[src/hw/rtl/fpsm_pkg.sv]
package fpsm_pkg;

	typedef enum logic [2:0] {
		PH_DISARMED   = 3'd0,
		PH_ARMED      = 3'd1,
		PH_READY      = 3'd2,
		PH_TAKING_OFF = 3'd3,
		PH_FLYING     = 3'd4,
		PH_LANDING    = 3'd5,
		PH_TESTING    = 3'd6
	} phase_t;

	localparam logic [1:0] SW_DISARM = 2'd0;
	localparam logic [1:0] SW_ARM    = 2'd1;
	localparam logic [1:0] SW_LAND   = 2'd2;
	localparam logic [1:0] SW_OTHER  = 2'd3;

	localparam logic signed [7:0] STICK_LOW  = -8'sd90;
	localparam logic signed [7:0] STICK_HIGH = 8'sd90;

	localparam int unsigned ADDR_W = 5;

	localparam logic [2:0] REG_TAKEOFF_HEIGHT   = 3'd0;
	localparam logic [2:0] REG_TOUCHDOWN_HEIGHT = 3'd1;
	localparam logic [2:0] REG_LANDING_HEIGHT   = 3'd2;
	localparam logic [2:0] REG_TILT_LIMIT       = 3'd3;
	localparam logic [2:0] REG_HOLD_TICKS       = 3'd4;
	localparam logic [2:0] REG_LIFTOFF_THR      = 3'd5;

	localparam logic [15:0] RST_TAKEOFF_HEIGHT   = 16'd100;
	localparam logic [15:0] RST_TOUCHDOWN_HEIGHT = 16'd10;
	localparam logic [15:0] RST_LANDING_HEIGHT   = 16'd500;
	localparam logic [14:0] RST_TILT_LIMIT       = 15'd6000;
	localparam logic [5:0]  RST_HOLD_TICKS       = 6'd50;
	localparam logic signed [7:0] RST_LIFTOFF_THR = 8'sd5;

	typedef struct packed {
		logic [15:0]       takeoff_height;
		logic [15:0]       touchdown_height;
		logic [15:0]       landing_allowed_height;
		logic [14:0]       tilt_limit;
		logic [5:0]        landing_hold_ticks;
		logic signed [7:0] liftoff_thr;
	} cfg_t;

	typedef struct packed {
		logic [1:0]         rc_switch;
		logic signed [7:0]  stick_roll;
		logic signed [7:0]  stick_pitch;
		logic signed [7:0]  stick_yaw;
		logic signed [7:0]  stick_throttle;
		logic [15:0]        ground_range;
		logic signed [15:0] roll_angle;
		logic signed [15:0] pitch_angle;
		logic               calibration_pass;
	} item_t;

	typedef struct packed {
		phase_t phase;
		logic   changed;
	} result_t;

endpackage

[src/hw/rtl/flight_phase_state_machine.sv]
// Path: an accepted item waits in the input register; its result then loads the result
// register, which raises out_valid; that load waits while a held result is not taken.
// Throughput: one item per cycle unless out_ready stalls; phase logic is combinational.
// A pending result does not block intake while the input register is free.
// Reset (arst_n low, asynchronous): phase disarmed, switch history 0, not calibrated,
// landing hold counter 50, registers at their reset values, both stages empty.
module flight_phase_state_machine (
	input  logic                         clk,
	input  logic                         arst_n,
	input  logic                         psel,
	input  logic                         penable,
	input  logic                         pwrite,
	input  logic [fpsm_pkg::ADDR_W-1:0]  paddr,
	input  logic [31:0]                  pwdata,
	output logic [31:0]                  prdata,
	output logic                         pready,
	input  logic                         in_valid,
	output logic                         in_ready,
	input  logic [1:0]                   rc_switch,
	input  logic signed [7:0]            stick_roll,
	input  logic signed [7:0]            stick_pitch,
	input  logic signed [7:0]            stick_yaw,
	input  logic signed [7:0]            stick_throttle,
	input  logic [15:0]                  ground_range,
	input  logic signed [15:0]           roll_angle,
	input  logic signed [15:0]           pitch_angle,
	input  logic                         calibration_pass,
	output logic                         out_valid,
	input  logic                         out_ready,
	output logic [2:0]                   flight_phase,
	output logic                         phase_changed
);

	fpsm_pkg::cfg_t    cfg;
	fpsm_pkg::item_t   item_s1;
	logic              valid_s1;
	fpsm_pkg::result_t res;
	fpsm_pkg::result_t res_q;
	logic              out_valid_q;
	logic              step;

	assign step     = valid_s1 && (!out_valid_q || out_ready);
	assign in_ready = !valid_s1 || step;

	fpsm_regs u_regs (
		.clk     (clk),
		.arst_n  (arst_n),
		.psel    (psel),
		.penable (penable),
		.pwrite  (pwrite),
		.paddr   (paddr),
		.pwdata  (pwdata),
		.prdata  (prdata),
		.pready  (pready),
		.cfg     (cfg)
	);

	fpsm_core u_core (
		.clk    (clk),
		.arst_n (arst_n),
		.step   (step),
		.item   (item_s1),
		.cfg    (cfg),
		.res    (res)
	);

	always_ff @(posedge clk or negedge arst_n) begin
		if (!arst_n) begin
			valid_s1    <= 1'b0;
			out_valid_q <= 1'b0;
		end else begin
			if (in_ready)
				valid_s1 <= in_valid;
			if (step)
				out_valid_q <= 1'b1;
			else if (out_ready)
				out_valid_q <= 1'b0;
		end
	end

	always_ff @(posedge clk) begin
		if (in_valid && in_ready) begin
			item_s1.rc_switch        <= rc_switch;
			item_s1.stick_roll       <= stick_roll;
			item_s1.stick_pitch      <= stick_pitch;
			item_s1.stick_yaw        <= stick_yaw;
			item_s1.stick_throttle   <= stick_throttle;
			item_s1.ground_range     <= ground_range;
			item_s1.roll_angle       <= roll_angle;
			item_s1.pitch_angle      <= pitch_angle;
			item_s1.calibration_pass <= calibration_pass;
		end
		if (step)
			res_q <= res;
	end

	assign out_valid     = out_valid_q;
	assign flight_phase  = res_q.phase;
	assign phase_changed = res_q.changed;

endmodule

[src/hw/rtl/fpsm_regs.sv]
module fpsm_regs (
	input  logic                         clk,
	input  logic                         arst_n,
	input  logic                         psel,
	input  logic                         penable,
	input  logic                         pwrite,
	input  logic [fpsm_pkg::ADDR_W-1:0]  paddr,
	input  logic [31:0]                  pwdata,
	output logic [31:0]                  prdata,
	output logic                         pready,
	output fpsm_pkg::cfg_t               cfg
);

	fpsm_pkg::cfg_t cfg_q;
	logic           wr_en;
	logic [2:0]     reg_idx;

	assign wr_en   = psel && penable && pwrite;
	assign reg_idx = paddr[4:2];
	assign pready  = 1'b1;
	assign cfg     = cfg_q;

	always_ff @(posedge clk or negedge arst_n) begin
		if (!arst_n) begin
			cfg_q.takeoff_height         <= fpsm_pkg::RST_TAKEOFF_HEIGHT;
			cfg_q.touchdown_height       <= fpsm_pkg::RST_TOUCHDOWN_HEIGHT;
			cfg_q.landing_allowed_height <= fpsm_pkg::RST_LANDING_HEIGHT;
			cfg_q.tilt_limit             <= fpsm_pkg::RST_TILT_LIMIT;
			cfg_q.landing_hold_ticks     <= fpsm_pkg::RST_HOLD_TICKS;
			cfg_q.liftoff_thr            <= fpsm_pkg::RST_LIFTOFF_THR;
		end else if (wr_en) begin
			case (reg_idx)
				fpsm_pkg::REG_TAKEOFF_HEIGHT:   cfg_q.takeoff_height <= pwdata[15:0];
				fpsm_pkg::REG_TOUCHDOWN_HEIGHT: cfg_q.touchdown_height <= pwdata[15:0];
				fpsm_pkg::REG_LANDING_HEIGHT:   cfg_q.landing_allowed_height <= pwdata[15:0];
				fpsm_pkg::REG_TILT_LIMIT:       cfg_q.tilt_limit <= pwdata[14:0];
				fpsm_pkg::REG_HOLD_TICKS:       cfg_q.landing_hold_ticks <= pwdata[5:0];
				fpsm_pkg::REG_LIFTOFF_THR:      cfg_q.liftoff_thr <= $signed(pwdata[7:0]);
				default: ;
			endcase
		end
	end

	always_comb begin
		case (reg_idx)
			fpsm_pkg::REG_TAKEOFF_HEIGHT:   prdata = {16'd0, cfg_q.takeoff_height};
			fpsm_pkg::REG_TOUCHDOWN_HEIGHT: prdata = {16'd0, cfg_q.touchdown_height};
			fpsm_pkg::REG_LANDING_HEIGHT:   prdata = {16'd0, cfg_q.landing_allowed_height};
			fpsm_pkg::REG_TILT_LIMIT:       prdata = {17'd0, cfg_q.tilt_limit};
			fpsm_pkg::REG_HOLD_TICKS:       prdata = {26'd0, cfg_q.landing_hold_ticks};
			fpsm_pkg::REG_LIFTOFF_THR:
				prdata = {{24{cfg_q.liftoff_thr[7]}}, cfg_q.liftoff_thr};
			default:                        prdata = 32'd0;
		endcase
	end

endmodule

[src/hw/rtl/fpsm_core.sv]
module fpsm_core (
	input  logic              clk,
	input  logic              arst_n,
	input  logic              step,
	input  fpsm_pkg::item_t   item,
	input  fpsm_pkg::cfg_t    cfg,
	output fpsm_pkg::result_t res
);

	fpsm_pkg::phase_t phase_q;
	logic [1:0]       last_sw_q;
	logic             cal_q;
	logic [5:0]       hold_q;

	fpsm_pkg::phase_t ph;
	logic [5:0]       hold_d;
	logic             cal_d;
	logic [15:0]      roll_mag;
	logic [15:0]      pitch_mag;
	logic             low_range;
	logic             thr_low;
	logic signed [7:0] thr;

	always_comb begin
		cal_d     = cal_q | item.calibration_pass;
		thr       = $signed(item.stick_throttle);
		roll_mag  = item.roll_angle[15] ? (~$unsigned(item.roll_angle) + 16'd1)
		                                : $unsigned(item.roll_angle);
		pitch_mag = item.pitch_angle[15] ? (~$unsigned(item.pitch_angle) + 16'd1)
		                                 : $unsigned(item.pitch_angle);
		low_range = item.ground_range < cfg.touchdown_height;
		thr_low   = thr == fpsm_pkg::STICK_LOW;
		ph        = phase_q;
		hold_d    = hold_q;

		if (item.rc_switch == fpsm_pkg::SW_DISARM)
			ph = fpsm_pkg::PH_DISARMED;

		if (item.rc_switch == fpsm_pkg::SW_ARM && last_sw_q == fpsm_pkg::SW_DISARM && cal_d)
			ph = fpsm_pkg::PH_ARMED;

		if (ph == fpsm_pkg::PH_ARMED) begin
			if ($signed(item.stick_yaw) == fpsm_pkg::STICK_LOW && thr_low &&
			    $signed(item.stick_roll) == fpsm_pkg::STICK_HIGH &&
			    $signed(item.stick_pitch) == fpsm_pkg::STICK_LOW)
				ph = fpsm_pkg::PH_READY;
		end

		if (ph == fpsm_pkg::PH_READY) begin
			if (thr > $signed(cfg.liftoff_thr))
				ph = (item.rc_switch == fpsm_pkg::SW_ARM) ? fpsm_pkg::PH_TAKING_OFF
				                                         : fpsm_pkg::PH_TESTING;
		end

		if (ph == fpsm_pkg::PH_TAKING_OFF) begin
			if (item.ground_range > cfg.takeoff_height)
				ph = fpsm_pkg::PH_FLYING;
		end

		if (ph == fpsm_pkg::PH_FLYING) begin
			if (low_range && thr_low)
				ph = fpsm_pkg::PH_DISARMED;
			if (item.rc_switch == fpsm_pkg::SW_LAND && last_sw_q != fpsm_pkg::SW_LAND &&
			    item.ground_range > cfg.landing_allowed_height)
				ph = fpsm_pkg::PH_LANDING;
		end

		if (ph == fpsm_pkg::PH_TAKING_OFF || ph == fpsm_pkg::PH_FLYING) begin
			if (roll_mag > {1'b0, cfg.tilt_limit} || pitch_mag > {1'b0, cfg.tilt_limit})
				ph = fpsm_pkg::PH_DISARMED;
		end

		if (ph == fpsm_pkg::PH_LANDING) begin
			if (low_range) begin
				if (hold_q == 6'd0)
					ph = fpsm_pkg::PH_DISARMED;
				else
					hold_d = hold_q - 6'd1;
			end else begin
				hold_d = cfg.landing_hold_ticks;
			end
			if (item.rc_switch != fpsm_pkg::SW_LAND)
				ph = fpsm_pkg::PH_FLYING;
		end

		res.phase   = ph;
		res.changed = ph != phase_q;
	end

	always_ff @(posedge clk or negedge arst_n) begin
		if (!arst_n) begin
			phase_q   <= fpsm_pkg::PH_DISARMED;
			last_sw_q <= fpsm_pkg::SW_DISARM;
			cal_q     <= 1'b0;
			hold_q    <= fpsm_pkg::RST_HOLD_TICKS;
		end else if (step) begin
			phase_q   <= ph;
			last_sw_q <= item.rc_switch;
			cal_q     <= cal_d;
			hold_q    <= hold_d;
		end
	end

endmodule

[config.mk]
export PLATFORM = sky130hd
export DESIGN_NAME = flight_phase_state_machine
export DESIGN_NICKNAME = d
export VERILOG_FILES = /design/src/hw/rtl/fpsm_pkg.sv /design/src/hw/rtl/flight_phase_state_machine.sv /design/src/hw/rtl/fpsm_regs.sv /design/src/hw/rtl/fpsm_core.sv
export SDC_FILE = /design/constraint.sdc
export NUM_CORES = 1
export LEC_CHECK = 0
export BUFFER_PORTS_ARGS = -buffer_cell sky130_fd_sc_hd__buf_2
export CAP_MARGIN = 0
export CORE_UTILIZATION = 40
export DETAILED_ROUTE_END_ITERATION = 16
export PLACE_DENSITY_LB_ADDON = 0.15
export SLEW_MARGIN = 10
export SYNTH_ARGS = -nofsm -noshare
export SYNTH_HDL_FRONTEND = slang
export SYNTH_SLANG_ARGS = --single-unit
[constraint.sdc]
create_clock -name clk -period 10.8 [get_ports clk]
set_input_delay 2.16 -clock clk [delete_from_list [all_inputs] [get_ports clk]]
set_output_delay 2.16 -clock clk [all_outputs]
set_load 0.005 [all_outputs]
======== After elaboration in Yosys (flattened, before gate mapping) ========
Index checks and enable logic that the tools add are counted.
word-level totals
  bits in registers ....................... 178
  input bits .............................. 127
  output and inout port bits .............. 39
  logic and storage cells ................. 112
cells by class
  $add $sub $neg .......................... 3
  order comparisons ....................... 6
  eq/ne operators ......................... 22
  mux-type cells .......................... 25
  bitwise logic cells ..................... 3
  reductions and logical operators ........ 30
operators by type and width
  kind                     count
  $pmux W32 S6             1
  $mux W3                  18
  $add A16 B1 Y16 const B  2
  $eq A8 B8 Y1 const B     4
  $gt A16 B15 Y1           2
  $gt A16 B16 Y1           2
  $mux W16                 2
  $not A16 Y16             2
  $lt A16 B16 Y1           1
  $eq A3 B2 Y1 const B     5
  $eq A3 B3 Y1 const B     5
  $logic_and A1 B1 Y1      12
  $mux W6                  2
  $reduce_and A2 Y1        6
  $gt A8 B8 Y1             1
  $eq A3 B1 Y1 const B     2
  $logic_not A6 Y1         1
  $ne A2 B2 Y1 const B     3
  $sub A6 B1 Y6 const B    1
  $logic_not A2 Y1         2
  $logic_or A1 B1 Y1       4
  $logic_not A3 Y1         1
  $ne A3 B3 Y1             1
  $reduce_and A3 Y1        1
  other kinds (6)          8

======== Longest topological paths before layout ========
Gate-level depths: netlist of the first run.
  depth in word-level cells ............... 21
  depth in mapped cells ................... 18
  depth with buffers taken out ............ 18

======== Hierarchy ========
From an unflattened synthesis of the first run, not the netlist that was laid out.
second synthesis, totals
  cells, all modules ...................... 871
  area total of the unflattened synthesis .. 10252.3 µm²
by module, submodules not included
  module                      times used  cells an instance  area an instance (µm²)  sequential area each (µm²)
  fpsm_regs                   1           280                3801.1                  1955.6
  fpsm_core                   1           496                3734.8                  304.0
  flight_phase_state_machine  1           95                 2716.4                  2662.6

======== Least setup slack after synthesis of the first run ========
OpenSTA, ideal clock, no wires.
  path kind ............................... input port to output port
  start point ............................. in paddr[2] in the netlist's numbering
  end point ............................... out prdata[17]
  data arrival time ....................... 3600 ps
  data required time ...................... 8640 ps
  slack ................................... 5040 ps
  cell stages on the path ................. 5
  buffers on the path ..................... 3
  cell sequence ........................... clkbuf_1 -> nand2b_1 -> clkbuf_1 -> nor2_1 -> buf_4
between the ends
  cells in the longest elaborated chain, start to end .. 2
  elaborated cells between the ends (all ways) .. 7
  classes of those cells .................. eq/ne: 5; mux: 1; reduce/logical: 1
ends and longest elaborated chain
  element                               RTL line                          RTL
  from (decl)                           flight_phase_state_machine.sv:13  input logic [fpsm_pkg::ADDR_W-1:0] paddr,
  $eq A3 B3 Y1 (tied with other cells)  fpsm_regs.sv:45                   case (reg_idx)
  $pmux W32 S6 (*)                      fpsm_regs.sv:45
  to (decl)                             flight_phase_state_machine.sv:15  output logic [31:0] prdata,
Every way passes the cells marked *; elsewhere a longest branch is shown, timed or not.

======== Worst setup path in the final report of the first run ========
  start point ............................. in paddr[4] in the netlist's numbering
  end point ............................... out prdata[26]
Same word-level chain as after synthesis.

==> key figures, run 1 <==
Placement
  • GP Congestion: ~0.86
  • Port bufs: 146
  • Post-detail-place hpwl: roughly 19000 µm

Synth
  • Synth area leaders: edfxtp_1, dfrtp_1, ha_1, dfstp_2, o21ai_0
  • Most instantiated cells after synthesis: nand2_1, o21ai_0, inv_1, ha_1, edfxtp_1
  • Average size of a mapped cell: 10.4 µm²
  • Count leader, synth: nand2_1
  • Distinct cells, synth: 76
  • Sequential-to-total area share from yosys stat: 0.486
  • Yosys reg bits: about 180
  • Gate Count Post-Synth: about 970
  • EDFF count, synth: 87
  • Ys Warns: 0
  • Mapped Area: around 10000 µm²
  • Area fraction of the dominant cell type after synthesis: 0.258
  • Async set-reset flop share out of synthesis: 0.511
  • Top FF cell, synth: edfxtp_1
  • Area leader, netlist: edfxtp_1
  • Synth Net Count: ~1.2k

Hold path
  • Hold Path Depth: 1
  • Class of the worst hold path: flop to flop
  • Hold Path End: u_core.cal_q$_DFFE_PN0P_
  • Worst hold start: u_core.cal_q$_DFFE_PN0P_

Critical path
  • Startpoint types: input port
  • R2r worst-path depth: 15
  • Worst Path Max Fanout: 33
  • Slowest stage delay, CP: between 600 and 700 ps
  • CP Data Required Time: between 8000 and 9000 ps
  • Reg2reg end: phase_changed$_DFFE_PP_
  • Critical Path End Type: output port
  • Most Frequent Cell on Critical Path: buf_2
  • Worst Path Arrival: 4050 ps
  • CP max stage cell: nor2_1
  • Worst r2r src: item_s1[20]$_DFFE_PP_
  • Flop-to-flop setup slack: around 5700 ps
  • CP cell instances: buf_2 > nand2_1 > nor2_1 > buf_2
  • CP Class: input port to output port

Power and ir drop
  • Leak Pwr: ~5.1 nW
  • Max VDD drop: 0.0866 mV
  • Cell Pwr Density: approximately 170 nW/µm²

Die
  • Die area: around 26000 µm²
  • Die Width: approximately 160 µm
  • Die H: 161 µm
  • Initial Util: 0.412
  • Core area: ~25000 µm²
  • Row Count: between 50 and 60
  • # IOs: between 150 and 200

Routing
  • Vias/cell: ~5.3
  • DR WL/cell: approximately 18 µm
  • Via count: 7537
  • WL final: between 20000 and 30000 µm
  • First drt pass iteration count: 5
  • DRC: 0
  • Detail Route Antenna Nets: 0
  • DRT iter0 DRCs: approximately 550

CTS
  • CTS Hold Buffers Added: 0
  • CTS tree: yes
  • Post CTS Setup Buffer Count: 0
  • H-tree levels: 4
  • Clock Sinks: around 180
  • Post_cts resized: 0
  • Clock buffer depth: 2
  • Clock Pin Slew Worst Setup and Hold Paths: ~70 ps
  • Inserted Clock Buffers: 17
  • Worst skew pair latency: between 400 and 500 ps
  • CTS Root Cell: clkbuf_16

Final layout
  • Post-Route Utilization: 0.475
  • Fin nets: between 1k and 1.5k
  • Number of inserted diodes: 0
  • Filler cells: between 2k and 2.5k
  • Synth-to-Final Area Change: 15.1%
  • Layout cells sized above 1: 0.214

STA
  • Final period utilization: 0.575
  • Final setup fails: 0
  • Final min period: ~6200 ps
  • Fin Clk Skew: between 10 and 15 ps
  • Final Hold Viols: 0
  • Slew at the pin with the worst max-slew slack: 962 ps
  • Setup_tns: 0 ps
  • Slew margin rel.: 0.354
  • RSZ-0062 raised after global routing: false
  • Fmax: 161 MHz
  • Fin. max-slew vios: 0

Global route
  • Grt ovf: 0
  • Global-route wire length before repair: roughly 40000 µm
  • Antenna violations before repair: 0
  • Largest net degree at the start of global routing: 71
  • Overall Global Routing Usage: 0.203
  • Vias in the first global route: between 7k and 8k

Outcome
  • Run status: complete, no violations

Run
  • Max_cap viols: 0
==> per-layer routing <==
layer,vias to the layer above,global-route usage,routed length (µm)
li1,3770,-,-
met1,3552,0.285,12000
met2,199,0.323,11900
met3,16,0.0378,1380
met4,0,0.0545,231
met5,-,0,0
==> final cells by class <==
type                            instances  area [µm²]  area share
Tap cell                              324         405      0.0348
Clock inverter                         15         140      0.0120
Inverter                               92         345      0.0296
Multi-Input combinational cell        655        4630       0.397
Clock buffer                           17         425      0.0365
Timing Repair Buffer                  153         786      0.0674
Sequential cell                       178        4920       0.423
==> critical path: cells and delay by family <==
| family | cells | cell delay (ps) |
|---|---|---|
| buffers and inverters | 2 | 760 |
| and+or+nand+nor | 2 | 1110 |
==> cells by family after synthesis <==
| group | share of synthesized area |
|---|---|
| buf+inv | 0.0576 |
| mux | 0.0329 |
| flops | 0.486 |
| simple gates | 0.134 |
| other cells | 0.000371 |
| compound gates | 0.156 |
| fa+ha+maj | 0.109 |
| xor+xnor | 0.0242 |
==> where the power goes <==
group          internal (mW)  leakage, nW  switching, mW
clock network          0.306        0.274          0.298
logic                  0.205         2.91          0.283
registers              0.825         1.87         0.0663
==> flip-flops by register name, summed over array words and instances (netlist names) <==
signal,count
u_core.hold_q,6
item_s1,83
valid_s1,1
phase_changed,1
flight_phase,3
u_core.cal_q,1
out_valid,1
u_core.last_sw_q,2
u_core.phase_q,3
u_regs.cfg,77
==> cells in the final DEF, fill, tap and decap left out, types with 4 or more instances in the layout <==
| cell type | n |
|---|---|
| buf_2 | 145 |
| nand2_1 | 114 |
| o21ai_0 | 96 |
| inv_1 | 90 |
| ha_1 | 88 |
| edfxtp_1 | 87 |
| dfrtp_1 | 65 |
| a21oi_1 | 37 |
| nor2_1 | 31 |
| xnor2_1 | 28 |
| dfstp_2 | 26 |
| nand2b_1 | 21 |
| nand4_1 | 19 |
| clkbuf_16 | 17 |
| mux2i_1 | 13 |
| o21ai_1 | 13 |
| nor3_1 | 12 |
| mux2_2 | 12 |
| nor2b_1 | 10 |
| o31ai_1 | 10 |
| a211oi_1 | 10 |
| a21o_1 | 9 |
| o22ai_1 | 8 |
| a22oi_1 | 8 |
| buf_4 | 8 |
| nand3_1 | 7 |
| or3_1 | 6 |
| nor4_1 | 6 |
| a211o_1 | 6 |
| a31oi_1 | 5 |
| o221ai_1 | 5 |
| or4_1 | 5 |
| nand3b_1 | 5 |
| inv_8 | 5 |
| and2_1 | 4 |
| o41ai_1 | 4 |
| o211ai_1 | 4 |
| nor4bb_1 | 4 |
==> how the worst max path moves through the flow <==
stage / from / end / slack (ps) / cells past startpoint
finish: paddr[4] / prdata[26] / 4590 / 4
CTS: paddr[4] / prdata[21] / 4590 / 4
global placement: paddr[4] / prdata[29] / 4670 / 4
global route: paddr[4] / prdata[25] / 4380 / 4
detailed placement: paddr[4] / prdata[21] / 4590 / 4
floorplan: paddr[2] / prdata[17] / 5040 / 5
==> through the flow <==
step	instance area (µm²)	setup slack, ps	power [mW]	std cells	hold slack [ps]
floorplan	10100	5040	1.22	971	429
global placement	11100	4670	1.38	1402	444
detailed placement	11100	4590	1.39	1402	447
CTS	11600	4590	2.00	1434	465
global route	11600	4380	2.10	1434	485
finish	11600	4590	1.98	1434	460
Power figures use the tool's default switching activity.
==> inputs of run 2 (changes only) <==
==> constraint.sdc (replaced) <==
create_clock -name clk -period 6.1 [get_ports clk]
set_input_delay 1.22 -clock clk [delete_from_list [all_inputs] [get_ports clk]]
set_output_delay 1.22 -clock clk [all_outputs]
set_load 0.005 [all_outputs]
==> key figures, run 2 (synthesis gave the netlist of run 1 again) <==
STA
  • Slew at the pin with the worst max-slew slack: between 1000 and 1500 ps
  • Final Hold Viols: 0
  • Final period utilization: 0.850
  • Final setup fails: 0
  • Setup_tns: 0 ps
  • Final min period: slightly above 5000 ps
  • RSZ-0062 raised after global routing: false
  • Fmax: between 150 and 200 MHz
  • Fin Clk Skew: 9.92 ps
  • Slew margin rel.: 0.299
  • Fin. max-slew vios: 0

Global route
  • Global-route wire length before repair: between 40000 and 50000 µm
  • Largest net degree at the start of global routing: 71
  • Vias in the first global route: just over 7k
  • Antenna violations before repair: 0
  • Grt ovf: 0
  • Overall Global Routing Usage: 0.206

CTS
  • Clock Sinks: between 150 and 200
  • Post CTS Setup Buffer Count: 0
  • Worst skew pair latency: 450 ps
  • H-tree levels: 4
  • CTS Hold Buffers Added: 0
  • CTS tree: yes
  • Inserted Clock Buffers: 17
  • CTS Root Cell: clkbuf_16
  • Post_cts resized: 0
  • Clock Pin Slew Worst Setup and Hold Paths: roughly 70 ps
  • Clock buffer depth: 2

Die
  • Die H: 161 µm
  • Row Count: 57
  • Initial Util: 0.412
  • Die Width: between 150 and 200 µm
  • # IOs: roughly 170
  • Core area: between 20000 and 25000 µm²
  • Die area: roughly 26000 µm²

Placement
  • Post-detail-place hpwl: just under 20000 µm
  • Placed cell areas: about 11000 µm²
  • GP Congestion: 0.831
  • Port bufs: between 100 and 150

Final layout
  • Most common cell after layout, fill and taps aside: buf_2
  • Commonest cells after routing, fill and taps aside: buf_2, nand2_1, o21ai_0
  • Max reg flops: between 80 and 90
  • Synth-to-Final Area Change: 15.2%
  • Filler cells: ~2.3k
  • Fin area: around 12000 µm²
  • Fin nets: about 1.3k
  • Top reg by flops: item_s1
  • Layout cells sized above 1: 0.215
  • Number of inserted diodes: 0

Power and ir drop
  • Total power: between 3 and 4 mW
  • Leak Pwr: around 5.1 nW
  • Max VDD drop: 0.160 mV
  • Cell Pwr Density: approximately 300 nW/µm²

Routing
  • Detail Route Antenna Nets: 0
  • DR WL/cell: between 15 and 20 µm
  • DRT iter0 DRCs: 422
  • Via count: between 7k and 8k
  • Vias/cell: 5.25
  • First drt pass iteration count: 5
  • DRC: 0
  • WL final: roughly 26000 µm

Hold path
  • Hold Path Depth: 1
  • Worst hold start: u_core.cal_q$_DFFE_PN0P_
  • Class of the worst hold path: flop to flop
  • Hold Path End: u_core.cal_q$_DFFE_PN0P_

Critical path
  • Reg2reg end: phase_changed$_DFFE_PP_
  • CP Class: flop to flop
  • Worst Setup SP: item_s1[20]$_DFFE_PP_
  • CP Data Required Time: between 6000 and 7000 ps
  • Worst Path Max Fanout: 5
  • Startpoint types: flop
  • Flop-to-flop setup slack: 910 ps
  • R2r worst-path depth: 15
  • Critical Path End Type: flop
  • Worst Path Arrival: 5370 ps
  • Worst r2r src: item_s1[20]$_DFFE_PP_

Run
  • Max_cap viols: 0

Outcome
  • Run status: complete, no violations
run 2: cell count changes in the layout (fill, tap and decap cells not counted):
cell	before	now
buf_4	8	9
clkbuf_1	0	1
clkinv_1	3	2
clkinv_4	2	0
inv_6	3	5
run 2: layout make-up:
| cell class | instances | area, µm² | area share |
|---|---|---|---|
| tap | 324 | 405 | 0.0348 |
| clock buffer | 18 | 429 | 0.0368 |
| multi-input combinational | 655 | 4630 | 0.397 |
| clock inverter | 14 | 136 | 0.0117 |
| timing repair buffer | 154 | 793 | 0.0680 |
| inverter | 92 | 345 | 0.0296 |
| sequential | 178 | 4920 | 0.422 |
run 2: routing by layer:
| metal | up-vias | GRT usage | wire, µm |
|---|---|---|---|
| li1 | 3767 | - | - |
| met1 | 3542 | 0.289 | 12200 |
| met2 | 200 | 0.322 | 11700 |
| met3 | 28 | 0.0408 | 1310 |
| met4 | 0 | 0.0626 | 460 |
| met5 | - | 0 | 0 |
run 2: critical path: stages (launching register included):
cell,delay [ps]
edfxtp_1,450
or4_1,610
nor4_2,270
nand3b_1,170
o41ai_1,330
xnor2_1,150
ha_1,310
nand2_1,60
or3_1,390
o32a_1,390
o2111a_1,160
a2111oi_2,880
nor4_1,190
a211oi_4,290
xnor2_1,150
nand4_1,110
run 2: stage by stage:
stage          hold slack [ps]  instances   util  setup slack [ps]
6_report                   466       1435  0.475               915
3_3_place_gp               444       1403  0.452              1040
3_5_place_dp               451       1403  0.452               994
5_1_grt                    488       1435  0.475               750
2_1_floorplan              429        971      -              1800
4_1_cts                    472       1435  0.475               976
run 2: how the worst max path moves through the flow:
stage / to / slack [ps] / cells after the start
6_report: phase_changed$_DFFE_PP_ / 910 / 15
5_1_grt: phase_changed$_DFFE_PP_ / 750 / 15
4_1_cts: phase_changed$_DFFE_PP_ / 980 / 15
3_5_place_dp: phase_changed$_DFFE_PP_ / 990 / 15
3_3_place_gp: phase_changed$_DFFE_PP_ / 1040 / 15
2_1_floorplan: phase_changed$_DFFE_PP_ / 1800 / 15
run 2: power by group:
group	leakage [nW]	internal, mW	switching (mW)
logic	2.92	0.364	0.508
clock network	0.275	0.544	0.528
registers	1.87	1.46	0.116
==> inputs of run 3 (changes only) <==
--- a/config.mk
+++ b/config.mk
@@ -5,10 +5,10 @@
 export SDC_FILE = /design/constraint.sdc
 export NUM_CORES = 1
 export LEC_CHECK = 0
-export BUFFER_PORTS_ARGS = -buffer_cell sky130_fd_sc_hd__buf_2
 export CAP_MARGIN = 0
 export CORE_UTILIZATION = 40
 export DETAILED_ROUTE_END_ITERATION = 16
+export DONT_BUFFER_PORTS = 1
 export PLACE_DENSITY_LB_ADDON = 0.15
 export SLEW_MARGIN = 10
 export SYNTH_ARGS = -nofsm -noshare
==> key figures, run 3 (synthesis gave the netlist of run 1 again) <==
STA
  • RSZ-0062 raised after global routing: false
  • Fin. max-slew vios: 0
  • Final Hold Viols: 0
  • Setup_tns: 0 ps
  • Final period utilization: 0.768
  • Fmax: ~210 MHz
  • Slew at the pin with the worst max-slew slack: roughly 1300 ps
  • Fin worst setup slack: 1410 ps
  • Fin Clk Skew: between 10 and 15 ps
  • Final setup fails: 0
  • Hold Slack: 463 ps
  • Slew margin rel.: 0.152
  • Final min period: approximately 4700 ps

Final layout
  • Most common cell after layout, fill and taps aside: nand2_1
  • Synth-to-Final Area Change: 8.16%
  • Filler cells: ~2.4k
  • Top reg by flops: item_s1
  • Number of inserted diodes: 0
  • Max reg flops: 83
  • Layout cells sized above 1: 0.0975
  • Commonest cells after routing, fill and taps aside: nand2_1, o21ai_0, inv_1
  • Fin nets: approximately 1.2k
  • Fin area: 10900 µm²
  • Post-Route Utilization: 0.446

Critical path
  • Worst Path Max Fanout: 5
  • CP Class: flop to flop
  • Worst Path Arrival: ~4900 ps
  • Critical Path End Type: flop
  • CP Data Required Time: ~6300 ps
  • Startpoint types: flop
  • R2r worst-path depth: 16

Global route
  • Overall Global Routing Usage: 0.201
  • Grt ovf: 0
  • Largest net degree at the start of global routing: 92
  • Global-route wire length before repair: a little under 40000 µm
  • Vias in the first global route: 6840
  • Antenna violations before repair: 0

Routing
  • First drt pass iteration count: 5
  • DRT iter0 DRCs: 405
  • DR WL/cell: between 15 and 20 µm
  • WL final: between 20000 and 30000 µm
  • Via count: around 7.1k
  • Detail Route Antenna Nets: 0
  • DRC: 0
  • Vias/cell: between 5 and 6

Run
  • Max_cap viols: 0

CTS
  • Worst skew pair latency: about 440 ps
  • CTS Root Cell: clkbuf_16
  • Post CTS Setup Buffer Count: 0
  • Clock Pin Slew Worst Setup and Hold Paths: 80 ps
  • CTS Hold Buffers Added: 0
  • Clock Sinks: 178
  • Inserted Clock Buffers: 17
  • Post_cts resized: 0
  • Clock buffer depth: 2
  • H-tree levels: 4
  • CTS tree: yes

Placement
  • Post-detail-place hpwl: ~19000 µm
  • DP Worst Slack: roughly 1400 ps
  • GP Congestion: 0.881
  • Placed cell areas: 10400 µm²
  • Port bufs: 0

Die
  • Core area: 24500 µm²
  • Die H: approximately 160 µm
  • Row Count: between 50 and 60
  • # IOs: roughly 170
  • Die Width: 161 µm
  • Initial Util: 0.412
  • Die area: 25900 µm²

Power and ir drop
  • Max VDD drop: roughly 0.18 mV
  • Leak Pwr: between 4 and 5 nW
  • Cell Pwr Density: about 320 nW/µm²

Hold path
  • Class of the worst hold path: input port to async pin

Outcome
  • Run status: complete, no violations
run 3: final cells by class:
cell class | count | area [µm²] | area share
sequential | 178 | 4920 | 0.450
timing repair buffer | 7 | 52.6 | 0.00480
tap | 324 | 405 | 0.0370
clock buffer | 17 | 425 | 0.0389
multi-input combinational | 655 | 4630 | 0.423
inverter | 92 | 345 | 0.0316
clock inverter | 15 | 163 | 0.0149
run 3: final timing paths:
path                                               start                          to  slack [ps]
worst max-delay path               item_s1[20]$_DFFE_PP_     phase_changed$_DFFE_PP_        1410
worst min-delay path                              arst_n  u_regs.cfg[55]$_DFFE_PN0P_         460
worst max register to register     item_s1[20]$_DFFE_PP_     phase_changed$_DFFE_PP_        1410
worst min register to register  u_core.cal_q$_DFFE_PN0P_    u_core.cal_q$_DFFE_PN0P_         470
max in group asynchronous                         arst_n  u_regs.cfg[36]$_DFFE_PN1P_        5360
min in group clk                u_core.cal_q$_DFFE_PN0P_    u_core.cal_q$_DFFE_PN0P_         470
run 3: metal layers:
metal / share of wire / routed length [µm] / global-route usage
met5: 0 / 0 / 0
met3: 0.057 / 1440 / 0.0383
met2: 0.46 / 11600 / 0.317
met4: 0.016 / 400 / 0.0600
met1: 0.47 / 11800 / 0.282
run 3: per-stage QoR:
| stage | total power, mW | instances |
|---|---|---|
| 2_1_floorplan | 2.16 | 971 |
| 3_3_place_gp | 2.37 | 1256 |
| 3_5_place_dp | 2.39 | 1256 |
| 4_1_cts | 3.48 | 1288 |
| 5_1_grt | 3.66 | 1288 |
| 6_report | 3.45 | 1288 |
run 3: worst max-delay path: stages (launching register included):
cell and delay, ps:
edfxtp_1 440, or4_1 620, nor4_2 290, nand3b_1 170, o41ai_1 340, xnor2_1 150
ha_1 310, nand2_1 70, or3_1 390, o32a_1 390, o2111a_1 160, a2111oi_2 340
buf_4 220, nor4_1 80, a211oi_4 230, xnor2_1 150, nand4_1 100
run 3: where the power goes:
part | internal (mW) | switching, mW | total (mW)
logic | 0.327 | 0.458 | 0.785
clock network | 0.551 | 0.538 | 1.09
registers | 1.46 | 0.119 | 1.58
